===== src/hdl/sbsm_pkg.sv =====
// Shared types, codes and helpers for the serial bank switch mapper.
`timescale 1ns / 1ps

package sbsm_pkg;

    typedef enum logic [1:0] {
        OP_REG_WRITE = 2'd0,
        OP_PRG_READ  = 2'd1,
        OP_CHR_READ  = 2'd2,
        OP_CHR_WRITE = 2'd3
    } op_t;

    typedef struct packed {
        op_t         operation;
        logic [15:0] address;
        logic [7:0]  data;
    } req_t;

    typedef struct packed {
        logic [17:0] mapped_address;
        logic        memory_write_enable;
        logic [1:0]  mirroring;
    } rsp_t;

    typedef struct packed {
        logic [1:0] prg_mode;
        logic       chr_mode;
        logic [3:0] prg_bank;
        logic [4:0] chr_low;
        logic [4:0] chr_high;
    } map_state_t;

    localparam logic [1:0] CFG_PRG_BANK_COUNT = 2'd0;
    localparam logic [1:0] CFG_CHR_IS_RAM     = 2'd1;
    localparam logic [1:0] CFG_INIT_MIRROR    = 2'd2;

    localparam logic [1:0] TGT_CONTROL  = 2'd0;
    localparam logic [1:0] TGT_CHR_LOW  = 2'd1;
    localparam logic [1:0] TGT_CHR_HIGH = 2'd2;
    localparam logic [1:0] TGT_PRG_BANK = 2'd3;

    localparam logic [1:0] PRG_MODE_32K_0     = 2'd0;
    localparam logic [1:0] PRG_MODE_32K_1     = 2'd1;
    localparam logic [1:0] PRG_MODE_FIX_FIRST = 2'd2;
    localparam logic [1:0] PRG_MODE_FIX_LAST  = 2'd3;

    localparam logic       CHR_MODE_8K = 1'b0;

    localparam logic [2:0] LOAD_LEN        = 3'd5;
    localparam int         LOAD_CLEAR_BIT  = 7;
    localparam logic [4:0] PRG_COUNT_RESET = 5'd16;
    localparam logic [1:0] MIRROR_RESET    = 2'd2;

    localparam map_state_t MAP_STATE_RESET = '{
        prg_mode: PRG_MODE_FIX_LAST,
        chr_mode: 1'b0,
        prg_bank: 4'd0,
        chr_low:  5'd0,
        chr_high: 5'd0
    };

    // Mask of the usable program banks: clamp to the limit, round down to a power of two.
    function automatic logic [3:0] prg_bank_mask(input logic [4:0] count,
                                                 input logic [4:0] max_banks);
        logic [4:0] lim;
        logic [3:0] mask;
        lim  = (count > max_banks) ? max_banks : count;
        mask = 4'b0001;
        for (int i = 2; i <= 4; i++)
        begin
            if (lim >= (5'd1 << i))
            begin
                mask = 4'((5'd1 << i) - 5'd1);
            end
        end
        return mask;
    endfunction

endpackage


===== src/hdl/sbsm_xlate.sv =====
// Address translation for program and character accesses.
`timescale 1ns / 1ps

module sbsm_xlate (
    input  sbsm_pkg::req_t       item,
    input  sbsm_pkg::map_state_t st,
    input  logic [3:0]           prg_mask,
    input  logic                 chr_is_ram,
    input  logic [1:0]           mirror_next,
    output sbsm_pkg::rsp_t       result
);

    logic       prg_slot;
    logic [3:0] prg_bank;
    logic [17:0] prg_addr;
    logic       chr_slot;
    logic [4:0] chr_bank;
    logic [17:0] chr_addr;

    assign prg_slot = item.address[15] & item.address[14];
    assign chr_slot = item.address[12];

    always_comb
    begin
        case (st.prg_mode)
            sbsm_pkg::PRG_MODE_32K_0,
            sbsm_pkg::PRG_MODE_32K_1: prg_bank = {st.prg_bank[3:1], prg_slot};
            sbsm_pkg::PRG_MODE_FIX_FIRST: prg_bank = prg_slot ? st.prg_bank : 4'd0;
            sbsm_pkg::PRG_MODE_FIX_LAST: prg_bank = prg_slot ? 4'hF : st.prg_bank;
            default: prg_bank = st.prg_bank;
        endcase
    end

    assign prg_addr = {prg_bank & prg_mask, item.address[13:0]};

    always_comb
    begin
        if (st.chr_mode == sbsm_pkg::CHR_MODE_8K)
        begin
            chr_bank = {st.chr_low[4:1], chr_slot};
        end
        else
        begin
            chr_bank = chr_slot ? st.chr_high : st.chr_low;
        end
    end

    assign chr_addr = chr_is_ram ? {5'd0, item.address[12:0]}
                                 : {1'b0, chr_bank, item.address[11:0]};

    always_comb
    begin
        result.mirroring = mirror_next;
        case (item.operation)
            sbsm_pkg::OP_REG_WRITE:
            begin
                result.mapped_address      = 18'd0;
                result.memory_write_enable = 1'b0;
            end
            sbsm_pkg::OP_PRG_READ:
            begin
                result.mapped_address      = prg_addr;
                result.memory_write_enable = 1'b0;
            end
            sbsm_pkg::OP_CHR_READ:
            begin
                result.mapped_address      = chr_addr;
                result.memory_write_enable = 1'b0;
            end
            sbsm_pkg::OP_CHR_WRITE:
            begin
                result.mapped_address      = chr_addr;
                result.memory_write_enable = chr_is_ram;
            end
            default:
            begin
                result.mapped_address      = 18'd0;
                result.memory_write_enable = 1'b0;
            end
        endcase
    end

endmodule


===== src/hdl/sbsm_loader.sv =====
// Serial loader and bank, mode and mirroring registers.
`timescale 1ns / 1ps

module sbsm_loader (
    input  logic                 clk,
    input  logic                 rst_n,
    input  logic                 fire,
    input  sbsm_pkg::req_t       item,
    input  logic                 cfg_mirror_we,
    input  logic [1:0]           cfg_mirror,
    output sbsm_pkg::map_state_t st,
    output logic [1:0]           mirror_next
);

    sbsm_pkg::map_state_t st_reg;
    sbsm_pkg::map_state_t st_next;
    logic [4:0] shift_reg;
    logic [4:0] shift_next;
    logic [2:0] count_reg;
    logic [2:0] count_next;
    logic [1:0] mirror_reg;
    logic [4:0] shifted;
    logic [2:0] count_inc;

    assign shifted   = {item.data[0], shift_reg[4:1]};
    assign count_inc = count_reg + 3'd1;

    always_comb
    begin
        st_next     = st_reg;
        shift_next  = shift_reg;
        count_next  = count_reg;
        mirror_next = mirror_reg;
        if (item.operation == sbsm_pkg::OP_REG_WRITE)
        begin
            if (item.data[sbsm_pkg::LOAD_CLEAR_BIT])
            begin
                shift_next       = 5'd0;
                count_next       = 3'd0;
                st_next.prg_mode = sbsm_pkg::PRG_MODE_FIX_LAST;
            end
            else if (count_inc == sbsm_pkg::LOAD_LEN)
            begin
                shift_next = 5'd0;
                count_next = 3'd0;
                case (item.address[14:13])
                    sbsm_pkg::TGT_CONTROL:
                    begin
                        mirror_next      = shifted[1:0];
                        st_next.prg_mode = shifted[3:2];
                        st_next.chr_mode = shifted[4];
                    end
                    sbsm_pkg::TGT_CHR_LOW:  st_next.chr_low  = shifted;
                    sbsm_pkg::TGT_CHR_HIGH: st_next.chr_high = shifted;
                    sbsm_pkg::TGT_PRG_BANK: st_next.prg_bank = shifted[3:0];
                    default:                st_next.prg_bank = shifted[3:0];
                endcase
            end
            else
            begin
                shift_next = shifted;
                count_next = count_inc;
            end
        end
    end

    always_ff @(posedge clk or negedge rst_n)
    begin
        if (!rst_n)
        begin
            st_reg     <= sbsm_pkg::MAP_STATE_RESET;
            shift_reg  <= 5'd0;
            count_reg  <= 3'd0;
            mirror_reg <= sbsm_pkg::MIRROR_RESET;
        end
        else if (cfg_mirror_we)
        begin
            mirror_reg <= cfg_mirror;
        end
        else if (fire)
        begin
            st_reg     <= st_next;
            shift_reg  <= shift_next;
            count_reg  <= count_next;
            mirror_reg <= mirror_next;
        end
    end

    assign st = st_reg;

endmodule


===== src/hdl/serial_bank_switch_mapper.sv =====
// Top level of the serial bank switch mapper: word registers, configuration, control.
// A word passes the input register, then the result register; each is one stage.
// Throughput: one word per cycle while the result side does not stall.
// Stall on the result side holds the result register and back-pressures the input register.
// Reset (rst_n low, asynchronous) clears the loader, sets program mode 3 and the
// configuration to 16 banks, banked character ROM and vertical mirroring.
`timescale 1ns / 1ps

module serial_bank_switch_mapper #(
    parameter int MAX_PRG_BANKS = 16
) (
    input  logic           clk,
    input  logic           rst_n,
    input  logic           req_valid,
    output logic           req_stall,
    input  sbsm_pkg::req_t req,
    output logic           rsp_valid,
    input  logic           rsp_stall,
    output sbsm_pkg::rsp_t rsp,
    input  logic           cfg_valid,
    output logic           cfg_ready,
    input  logic [1:0]     cfg_index,
    input  logic [4:0]     cfg_data
);

    localparam logic [4:0] MAX_BANKS = 5'(MAX_PRG_BANKS);

    logic                 s1_valid_reg;
    sbsm_pkg::req_t       s1_item_reg;
    logic                 rsp_valid_reg;
    sbsm_pkg::rsp_t       rsp_reg;
    logic [4:0]           prg_count_reg;
    logic                 chr_ram_reg;
    logic                 advance;
    logic                 accept;
    logic                 cfg_write;
    logic                 cfg_mirror_we;
    logic [3:0]           prg_mask;
    logic [1:0]           mirror_next;
    sbsm_pkg::map_state_t st;
    sbsm_pkg::rsp_t       result;

    assign advance   = s1_valid_reg && (!rsp_valid_reg || !rsp_stall);
    assign req_stall = s1_valid_reg && !advance;
    assign accept    = req_valid && !req_stall;
    assign cfg_ready = 1'b1;
    assign cfg_write = cfg_valid && cfg_ready;
    assign cfg_mirror_we = cfg_write && (cfg_index == sbsm_pkg::CFG_INIT_MIRROR);
    assign prg_mask  = sbsm_pkg::prg_bank_mask(prg_count_reg, MAX_BANKS);

    always_ff @(posedge clk or negedge rst_n)
    begin
        if (!rst_n)
        begin
            prg_count_reg <= sbsm_pkg::PRG_COUNT_RESET;
            chr_ram_reg   <= 1'b0;
        end
        else if (cfg_write)
        begin
            case (cfg_index)
                sbsm_pkg::CFG_PRG_BANK_COUNT: prg_count_reg <= cfg_data;
                sbsm_pkg::CFG_CHR_IS_RAM:     chr_ram_reg   <= cfg_data[0];
                default:                      ;
            endcase
        end
    end

    always_ff @(posedge clk or negedge rst_n)
    begin
        if (!rst_n)
        begin
            s1_valid_reg  <= 1'b0;
            rsp_valid_reg <= 1'b0;
        end
        else
        begin
            if (accept)
            begin
                s1_valid_reg <= 1'b1;
            end
            else if (advance)
            begin
                s1_valid_reg <= 1'b0;
            end
            if (advance)
            begin
                rsp_valid_reg <= 1'b1;
            end
            else if (!rsp_stall)
            begin
                rsp_valid_reg <= 1'b0;
            end
        end
    end

    always_ff @(posedge clk)
    begin
        if (accept)
        begin
            s1_item_reg <= req;
        end
        if (advance)
        begin
            rsp_reg <= result;
        end
    end

    sbsm_loader u_loader (
        .clk           (clk),
        .rst_n         (rst_n),
        .fire          (advance),
        .item          (s1_item_reg),
        .cfg_mirror_we (cfg_mirror_we),
        .cfg_mirror    (cfg_data[1:0]),
        .st            (st),
        .mirror_next   (mirror_next)
    );

    sbsm_xlate u_xlate (
        .item        (s1_item_reg),
        .st          (st),
        .prg_mask    (prg_mask),
        .chr_is_ram  (chr_ram_reg),
        .mirror_next (mirror_next),
        .result      (result)
    );

    assign rsp_valid = rsp_valid_reg;
    assign rsp       = rsp_reg;

endmodule


===== config.mk =====
export PLATFORM = sky130hd
export DESIGN_NAME = serial_bank_switch_mapper
export DESIGN_NICKNAME = d
export VERILOG_FILES = /design/src/hdl/sbsm_pkg.sv /design/src/hdl/sbsm_xlate.sv /design/src/hdl/sbsm_loader.sv /design/src/hdl/serial_bank_switch_mapper.sv
export SDC_FILE = /design/constraint.sdc
export NUM_CORES = 1
export LEC_CHECK = 0
export ABC_CLOCK_PERIOD_IN_PS = 3450
export BUFFER_PORTS_ARGS = -buffer_cell sky130_fd_sc_hd__buf_4
export CAP_MARGIN = 10
export CORE_ASPECT_RATIO = 1.5
export CORE_MARGIN = 2
export CORE_UTILIZATION = 30
export CTS_BUF_LIST = sky130_fd_sc_hd__clkbuf_8
export CTS_CLUSTER_SIZE = 10
export DETAILED_ROUTE_END_ITERATION = 16
export PLACE_DENSITY_LB_ADDON = 0.25
export SLEW_MARGIN = 5
export SYNTH_ARGS = -nofsm -noshare
export SYNTH_HDL_FRONTEND = slang
export SYNTH_SLANG_ARGS = --single-unit

===== constraint.sdc =====
create_clock -name clk -period 3.45 [get_ports clk]
set_clock_uncertainty 0.1 [all_clocks]
set_input_delay 0.345 -clock clk [delete_from_list [all_inputs] [get_ports clk]]
set_output_delay 0.345 -clock clk [all_outputs]
set_load 0.05 [all_outputs]

Yosys cells after proc, flatten, opt, wreduce, memory -nomap -nowiden:

Index checks and enable logic that the tools add are counted.

* register bits after elaboration: 82
* input bits: 38
* output and inout bits: 24

* add/sub/neg operators: 1
* $lt $le $gt $ge: 4
* equal/unequal tests: 13
* mux-type cells: 31
* bitwise gates (word level): 4
* reductions and logical operators: 26

Operator list (number)
* $pmux W19 S4: 1
* $mux W5: 7
* $mux W17: 2
* $reduce_and A6 Y1: 4
* $mux W2: 8
* $mux W4: 4
* $eq A2 B2 Y1 const B: 7
* $mux W3: 4
* $pmux W4 S3: 1
* $eq A2 B1 Y1 const B: 4
* $logic_not A2 Y1: 4
* $reduce_bool A2 Y1: 4
* $ge A5 B3 Y1 const B: 1
* $ge A5 B4 Y1 const B: 1
* $ge A5 B5 Y1 const B: 1
* $gt A5 B5 Y1 const B: 1
* $reduce_and A5 Y1: 1
* $and A4 B4 Y4: 1
* $logic_and A1 B1 Y1: 4
* $logic_not A1 Y1: 4
* $mux W1: 4
* $reduce_and A2 Y1: 2
* $add A3 B1 Y3 const B: 1
* $eq A3 B3 Y1 const B: 1
* 6 further kinds: 7

Longest topological paths before layout:

Gate-level depths: netlist (run 1).

* word-level depth: 8
* gate-level depth with buffers: 6
* depth with buffers taken out: 6

Hierarchy:

From an unflattened synthesis (run 1), not the netlist that was laid out.

* cell total of the unflattened synthesis: 213
* area total of the unflattened synthesis: 3219.3 sq um

Modules (own cells, without submodules)
* serial_bank_switch_mapper: times used 1, cells each 72, area an instance 1705.4 sq um, sequential area each 1562.7 sq um
* sbsm_loader: times used 1, cells each 94, area an instance 1198.6 sq um, sequential area each 654.4 sq um
* sbsm_xlate: times used 1, cells each 47, area an instance 315.3 sq um, sequential area each 0.0 sq um

Worst setup path before layout (run 1):

No wires, ideal clock.

* kind: flip-flop to flip-flop
* start point: reg rsp_valid_reg (netlist: rsp_valid)
* end point: reg u_loader.st_reg (netlist bit u_loader.st[10])
* setup time: 0.125 ns
* arrival: 2.539 ns
* data required time: 3.225 ns
* path slack: 0.686 ns
* stages on the path, launching flop included: 5
* path buffers: 0
* clock period less this slack: 2.764 ns
* cell sequence: dfrtp_1 -> a21boi_2 -> nand3_2 -> or3_4 -> mux2_4

* cells in the longest elaborated chain, start to end: 4

Ends and longest elaborated chain
* start, declared: line serial_bank_switch_mapper.sv:30 `logic rsp_valid_reg;`
* start signal, assigned: line serial_bank_switch_mapper.sv:73 `rsp_valid_reg <= 1'b0;`
* start signal, assigned: line serial_bank_switch_mapper.sv:87 `rsp_valid_reg <= 1'b1;`
* start signal, assigned: line serial_bank_switch_mapper.sv:91 `rsp_valid_reg <= 1'b0;`
* $logic_not A1 Y1: line serial_bank_switch_mapper.sv:43 `assign advance = s1_valid_reg && (!rsp_valid_reg || !rsp_stall);`
* $logic_or A1 B1 Y1: line serial_bank_switch_mapper.sv:43
* $logic_and A1 B1 Y1: line serial_bank_switch_mapper.sv:43
* via advance: line serial_bank_switch_mapper.sv:34 `logic advance;`
* $reduce_and A6 Y1 (no source line)
* end signal, assigned: line sbsm_loader.sv:71 `st_reg <= sbsm_pkg::MAP_STATE_RESET;`
* end signal, assigned: line sbsm_loader.sv:82 `st_reg <= st_next;`
* end, declared: line sbsm_loader.sv:15 `sbsm_pkg::map_state_t st_reg;`

The timed path passes the listed nets, and every way through them passes these cells.
A chain may end at the register's enable or synchronous reset.

Final worst setup path (run 1):

* start point: reg u_loader.count_reg[1]
* end point: reg u_loader.st_reg (netlist bit u_loader.st[3])

* cells in the longest elaborated chain, start to end: 3

Ends and longest elaborated chain
* start, declared: line sbsm_loader.sv:19 `logic [2:0] count_reg;`
* start signal, assigned: line sbsm_loader.sv:84 `count_reg <= count_next;`
* $add A3 B1 Y3: line sbsm_loader.sv:26 `assign count_inc = count_reg + 3'd1;`
* $eq A3 B3 Y1: line sbsm_loader.sv:42 `else if (count_inc == sbsm_pkg::LOAD_LEN)`
* $reduce_and A6 Y1 (no source line)

No other way between the ends.

==> metrics.yaml, run 1 <==
post_drt_wl_per_cell_um: 15.3
ys_warn_count: 0
required_ps: 3590
place_area_sq_um: 3580
ant_nets: 0
end_kind: "register"
hp-class: "in2reg"
drt-total-wl_um: 5980
n_antenna_cell: 0
synth-compound-area-share_pct: 7.45
core_region_area_sq_um: 10000
final_area_sq_um: 3810
synthTopCellsByArea: "edfxtp_1, dfrtp_1, mux2_2"
synth_edf_count: 41
grt_antenna_before_repair: 0
netlist_top_cells_count: "edfxtp_1, dfrtp_1, mux2_2"
startpoint_type: "register"
drcViolationCount: 0
viasPerCell: 4.67
peakVddDrop_uv: 188
synthToLayoutAreaGrowth_pct: 25.3
report.final.slew_viol_count: 0
final_util_pct: 38.0
worst-path-buf-inv: 0
clk_path_buf_depth: 2
synth_xor_area_share_pct: 0.535
start_util_pct: 30.3
path_delay_family: "simple AND/OR/NAND/NOR gates"
grt_usage_pct: 11.6
via_count: 1823
path_clk_slew_ps: 80
synth.distinct_cells: 47
port-buffer-count: 54
status: "finished, final reports clean"
drt-pass1-iter-count: 4
synth_top_family_by_area: "simple AND/OR/NAND/NOR gates"
criticalPathCategory: "reg2reg"
top_level_ports: 62
std_cell_rows: 45
clock-sinks: 73
routabilityCongestion: 0.750
cpMaxStageDelayCell: "nor4b_4"
rsz0062_at_grt: "no"
tns_ps: 0
drive_above_1_share_pct: 38.8
synth_top_area_cell: "edfxtp_1"
synth_area_sq_um: 3040
crit_fanout: 5
post_cts_buffers: 0
largest_register_ffs: 21
fin_nets: 308
clkLatencyLatePin_ps: 360
yosys.area_share.simple_pct: 12.1
arrival_ps: 2370
dp_hpwl_um: 4180
synthAdderAreaFrac_pct: 0.823
nFillCells: 960
grt_pass1_wl_um: 9430
path_cells: "ha_1 > xor2_2 > nand3b_4 > nor4b_4 > mux2_2"
slew_headroom_pct: 36.6
drt_iter0_drc: 103
yosys.area.top_type_share_pct: 40.5
synthArstFlopShare_pct: 43.8
layout.area.seq_sq_um: 2040
synth_flop_cell: "edfxtp_1"
root_buffer: "clkbuf_8"
period_minus_slack_ps: 2220
p_leak_nw: 1.61
cts_resized: 0
die_h_um: 127
hold_slack_ps: 54.2
setup_viol: 0
slowest_delay_ps: 460
htree_levels: 3
avgSynthCellArea_sq_um: 14.8
powerDensity_nw_per_um2: 551
min_period_over_period_pct: 64.5
cts_tree: "built"
ys_seq_area_share_pct: 67.0
syn_nets: 246
muxShareOfSynthArea_pct: 10.3
synth_cells: 206
post-place-ws_ps: 1150
numCtsBuffers: 9
max_freq_mhz: 450
synth.most_common_cell: "edfxtp_1"
finalWorstSetupSlack_ps: 1230
die_w_um: 86.2
synth_seq_cells: 73
multi_input_area_sq_um: 952
grt_max_degree: 33
grt_pass1_vias: 1861
globalRouteOverflowTotal: 0
hold_viol: 0
worst_pin_slew_ps: 951
maxCapViolations: 0
die-area_sq_um: 11000
[per-stage QoR]
step	total power, mW	instances
finish	2.10	390
global route	2.19	390
CTS	2.12	390
detailed placement	1.38	373
global placement	1.38	373
floorplan	1.27	206
[path summary, 6_finish.rpt]
check	from	end	slack, ps	cells past startpoint
max	u_loader.count_reg[1]	u_loader.st[3]	1230	5
min	req[19]	s1_item_reg[19]	50	1
max reg2reg	u_loader.count_reg[1]	u_loader.st[3]	1230	5
min reg2reg	s1_valid_reg	rsp_valid	390	1
max in group asynchronous	rst_n	prg_count_reg[4]	2550	2
min in group asynchronous	rst_n	u_loader.count_reg[1]	360	2
[routing by layer]
layer  track usage (%)  share of wire [%]  wire (um)
met2              18.5                 49       2950
met3              3.17                4.2        249
met4              6.99                3.7        222
met5                 0                  0          0
met1              14.0                 43       2560
[timing repair]
item                       4_1_cts  5_1_grt
hold buffers                     1        0
hold endpoints to repair        28        0
setup endpoints to repair        0        0
[cell type report]
type,instances,share of cell area (%)
Clock buffer,9,3.25
Sequential cell,73,53.5
Timing Repair Buffer,57,11.3
Multi-Input combinational cell,120,25.0
Tap cell,117,3.84
Inverter,7,0.690
Clock inverter,7,2.46
[cell usage in the layout (no fill, tap or decap), types with 4 or more instances in the layout]
cell      instances
o21ai_0           8
dfstp_2           4
nand2_1           8
mux2_4            4
inv_1             7
nor2_1            8
a21oi_1           5
edfxtp_1         41
dfrtp_1          28
mux2i_1           5
mux2_2           18
a22o_1            5
nand3_1           4
nand2b_1          4
nor2b_1          13
clkbuf_8          9
buf_4            56
[where the power goes]
part | switching (mW) | leakage [nW] | internal [mW]
Sequential | 0.0522 | 0.811 | 1.01
Combinational | 0.185 | 0.687 | 0.115
Clock | 0.332 | 0.107 | 0.407
Total | 0.569 | 1.61 | 1.53
[logic make-up after synthesis]
family | count (synthesis)
compound gates | 33
xor+xnor | 1
fa+ha+maj | 2
buf+inv | 13
flops | 73
mux | 27
other cells | 1
simple gates | 56
Note: power is estimated with default switching activity, not from simulation.
==> inputs of run 2 (changes only) <==
--- a/config.mk
+++ b/config.mk
@@ -5,7 +5,7 @@
 export SDC_FILE = /design/constraint.sdc
 export NUM_CORES = 1
 export LEC_CHECK = 0
-export ABC_CLOCK_PERIOD_IN_PS = 3450
+export ABC_CLOCK_PERIOD_IN_PS = 2300
 export BUFFER_PORTS_ARGS = -buffer_cell sky130_fd_sc_hd__buf_4
 export CAP_MARGIN = 10
 export CORE_ASPECT_RATIO = 1.5
==> constraint.sdc (replaced) <==
create_clock -name clk -period 2.3 [get_ports clk]
set_clock_uncertainty 0.1 [all_clocks]
set_input_delay 0.23 -clock clk [delete_from_list [all_inputs] [get_ports clk]]
set_output_delay 0.23 -clock clk [all_outputs]
set_load 0.05 [all_outputs]
==> run 2 against run 1 <==
Net effect: worst setup slack got worse by 1100 ps; via count increased by 7.5%; utilization increased by 2.7 points; largest cell class unchanged; largest power group unchanged.
==> metrics.yaml, run 2 (synthesis gave the netlist of run 1 again) <==
arrival_ps: 2310  # was 2370 ps
reg2reg_from: "u_loader.count_reg[0]"  # was u_loader.count_reg[1]
clkLatencyLatePin_ps: 360  # about the same
drt-pass1-iter-count: 4  # unchanged
nFillCells: 933  # was 960
period_minus_slack_ps: 2170  # was 2220 ps
clock-sinks: 73  # unchanged
post_drt_wl_per_cell_um: 15.5  # was 15.3 um
path_depth: 5  # unchanged
reg2reg_slack_ps: 130  # was 1230 ps
max_freq_mhz: 462  # was 450 MHz
final_common_cell: "buf_4"  # unchanged
worst-path-buf-inv: 0  # unchanged
drt_iter0_drc: 41  # was 103
p_leak_nw: 1.74  # was 1.61 nW
numCtsBuffers: 9  # unchanged
hold_viol: 0  # unchanged
startpoint_type: "register"  # unchanged
hold_path_end: "chr_ram_reg"  # was s1_item_reg[19]
grt_antenna_before_repair: 0  # unchanged
required_ps: 2440  # was 3590 ps
finalNonFillerCells: 420  # was 390
viasPerCell: 4.67  # about the same
cpMaxStageDelayCell: "nor4b_4"  # unchanged
hold_depth: 2  # was 1
final_util_pct: 40.7  # was 38.0%
ant_nets: 0  # unchanged
cts_tree: "built"  # unchanged
tns_ps: 0  # unchanged
die-area_sq_um: 11000  # unchanged
synthToLayoutAreaGrowth_pct: 34.2  # was 25.3%
clk_path_buf_depth: 2  # unchanged
die_h_um: 127  # unchanged
grt_pass1_wl_um: 10000  # was 9430 um
powerDensity_nw_per_um2: 753  # was 551 nW/um^2
via_count: 1960  # was 1823
globalRouteOverflowTotal: 0  # unchanged
peakVddDrop_uv: 329  # was 188 uV
path_delay_family: "simple AND/OR/NAND/NOR gates"  # unchanged
maxCapViolations: 0  # unchanged
worst_r2r_path_depth: 5  # unchanged
hp-start: "cfg_data[0]"  # was req[19]
routabilityCongestion: 0.719  # was 0.750
path_clk_slew_ps: 70  # was 80 ps
port-buffer-count: 54  # unchanged
n_antenna_cell: 0  # unchanged
largest_register_ffs: 21  # unchanged
drcViolationCount: 0  # unchanged
hp-class: "in2reg"  # unchanged
worst_pin_slew_ps: 617  # was 951 ps
dp_cells: 379  # was 373
slowest_delay_ps: 460  # about the same
slew_headroom_pct: 58.6  # was 36.6%
dp_hpwl_um: 4450  # was 4180 um
grt_usage_pct: 12.4  # was 11.6%
path_cells: "ha_1 > xor2_2 > nand3b_4 > nor4b_4 > mux2_2"  # unchanged
criticalPathCategory: "reg2reg"  # unchanged
status: "finished, final reports clean"  # unchanged
post-place-ws_ps: 147  # was 1150 ps
end_kind: "register"  # unchanged
hold_slack_ps: 14.7  # was 54.2 ps
die_w_um: 86.2  # unchanged
layout_common_cells: "buf_4, edfxtp_1, dfrtp_1, dlygate4sd3_1, mux2_2"  # was buf_4, edfxtp_1, dfrtp_1, mux2_2, nor2b_1
drt-total-wl_um: 6490  # was 5980 um
crit_fanout: 5  # unchanged
finalWorstSetupSlack_ps: 134  # was 1230 ps
setup_viol: 0  # unchanged
root_buffer: "clkbuf_8"  # unchanged
r2r_end: "u_loader.st[2]"  # was u_loader.st[3]
min_period_over_period_pct: 94.2  # was 64.5%
grt_max_degree: 33  # unchanged
cts_resized: 0  # unchanged
grt_pass1_vias: 2070  # was 1861
drive_above_1_share_pct: 36.3  # was 38.8%
start_util_pct: 30.3  # unchanged
htree_levels: 3  # unchanged
top_level_ports: 62  # unchanged
rsz0062_at_grt: "no"  # unchanged
core_region_area_sq_um: 10000  # unchanged
fin_nets: 338  # was 308
report.final.slew_viol_count: 0  # unchanged
std_cell_rows: 45  # unchanged
==> run 2: final cells by class <==
class / count / area, sq um / area share [%]
sequential: 73 / 2040 / 49.9
multi-input combinational: 120 / 967 / 23.7
clock inverter: 6 / 50.0 / 1.23
timing repair buffer: 87 / 716 / 17.5
inverter: 7 / 26.3 / 0.644
clock buffer: 10 / 138 / 3.37
tap: 117 / 146 / 3.59
==> run 2: timing repair <==
item,4_1_cts,5_1_grt
endpoints found under the hold margin,52,0
hold buffers,25,0
setup buffers,0,0
==> run 2: layer usage <==
layer	part of all wire, %	wire length (um)	track usage (%)	vias to the layer above
met5	0	0	0	-
met4	3.9	255	8.73	0
met3	2.7	173	2.13	16
met2	54	3530	22.4	42
met1	39	2530	12.5	952
li1	-	-	-	950
==> run 2: power by group <==
| part | internal, mW | switching, mW | leakage, nW |
|---|---|---|---|
| Sequential | 1.51 | 0.0765 | 0.810 |
| Combinational | 0.214 | 0.292 | 0.822 |
| Clock | 0.514 | 0.465 | 0.104 |
==> run 2: metrics by stage <==
stage	power (mW)	area [sq um]
2_1_floorplan	1.90	3060
3_3_place_gp	2.09	3640
3_5_place_dp	2.10	3640
4_1_cts	3.11	4080
5_1_grt	3.20	4080
6_report	3.07	4080
==> run 2: worst max path at each step <==
| stage | startpoint | endpoint | slack (ps) |
|---|---|---|---|
| after floorplan | rsp_valid | u_loader.st[10] | 40 |
| after global placement | u_loader.count_reg[1] | u_loader.st[4] | 160 |
| after detailed placement | u_loader.count_reg[0] | u_loader.st[2] | 150 |
| after CTS | u_loader.count_reg[0] | u_loader.st[2] | 140 |
| after global routing | u_loader.count_reg[0] | u_loader.st[2] | 40 |
| final | u_loader.count_reg[0] | u_loader.st[2] | 130 |
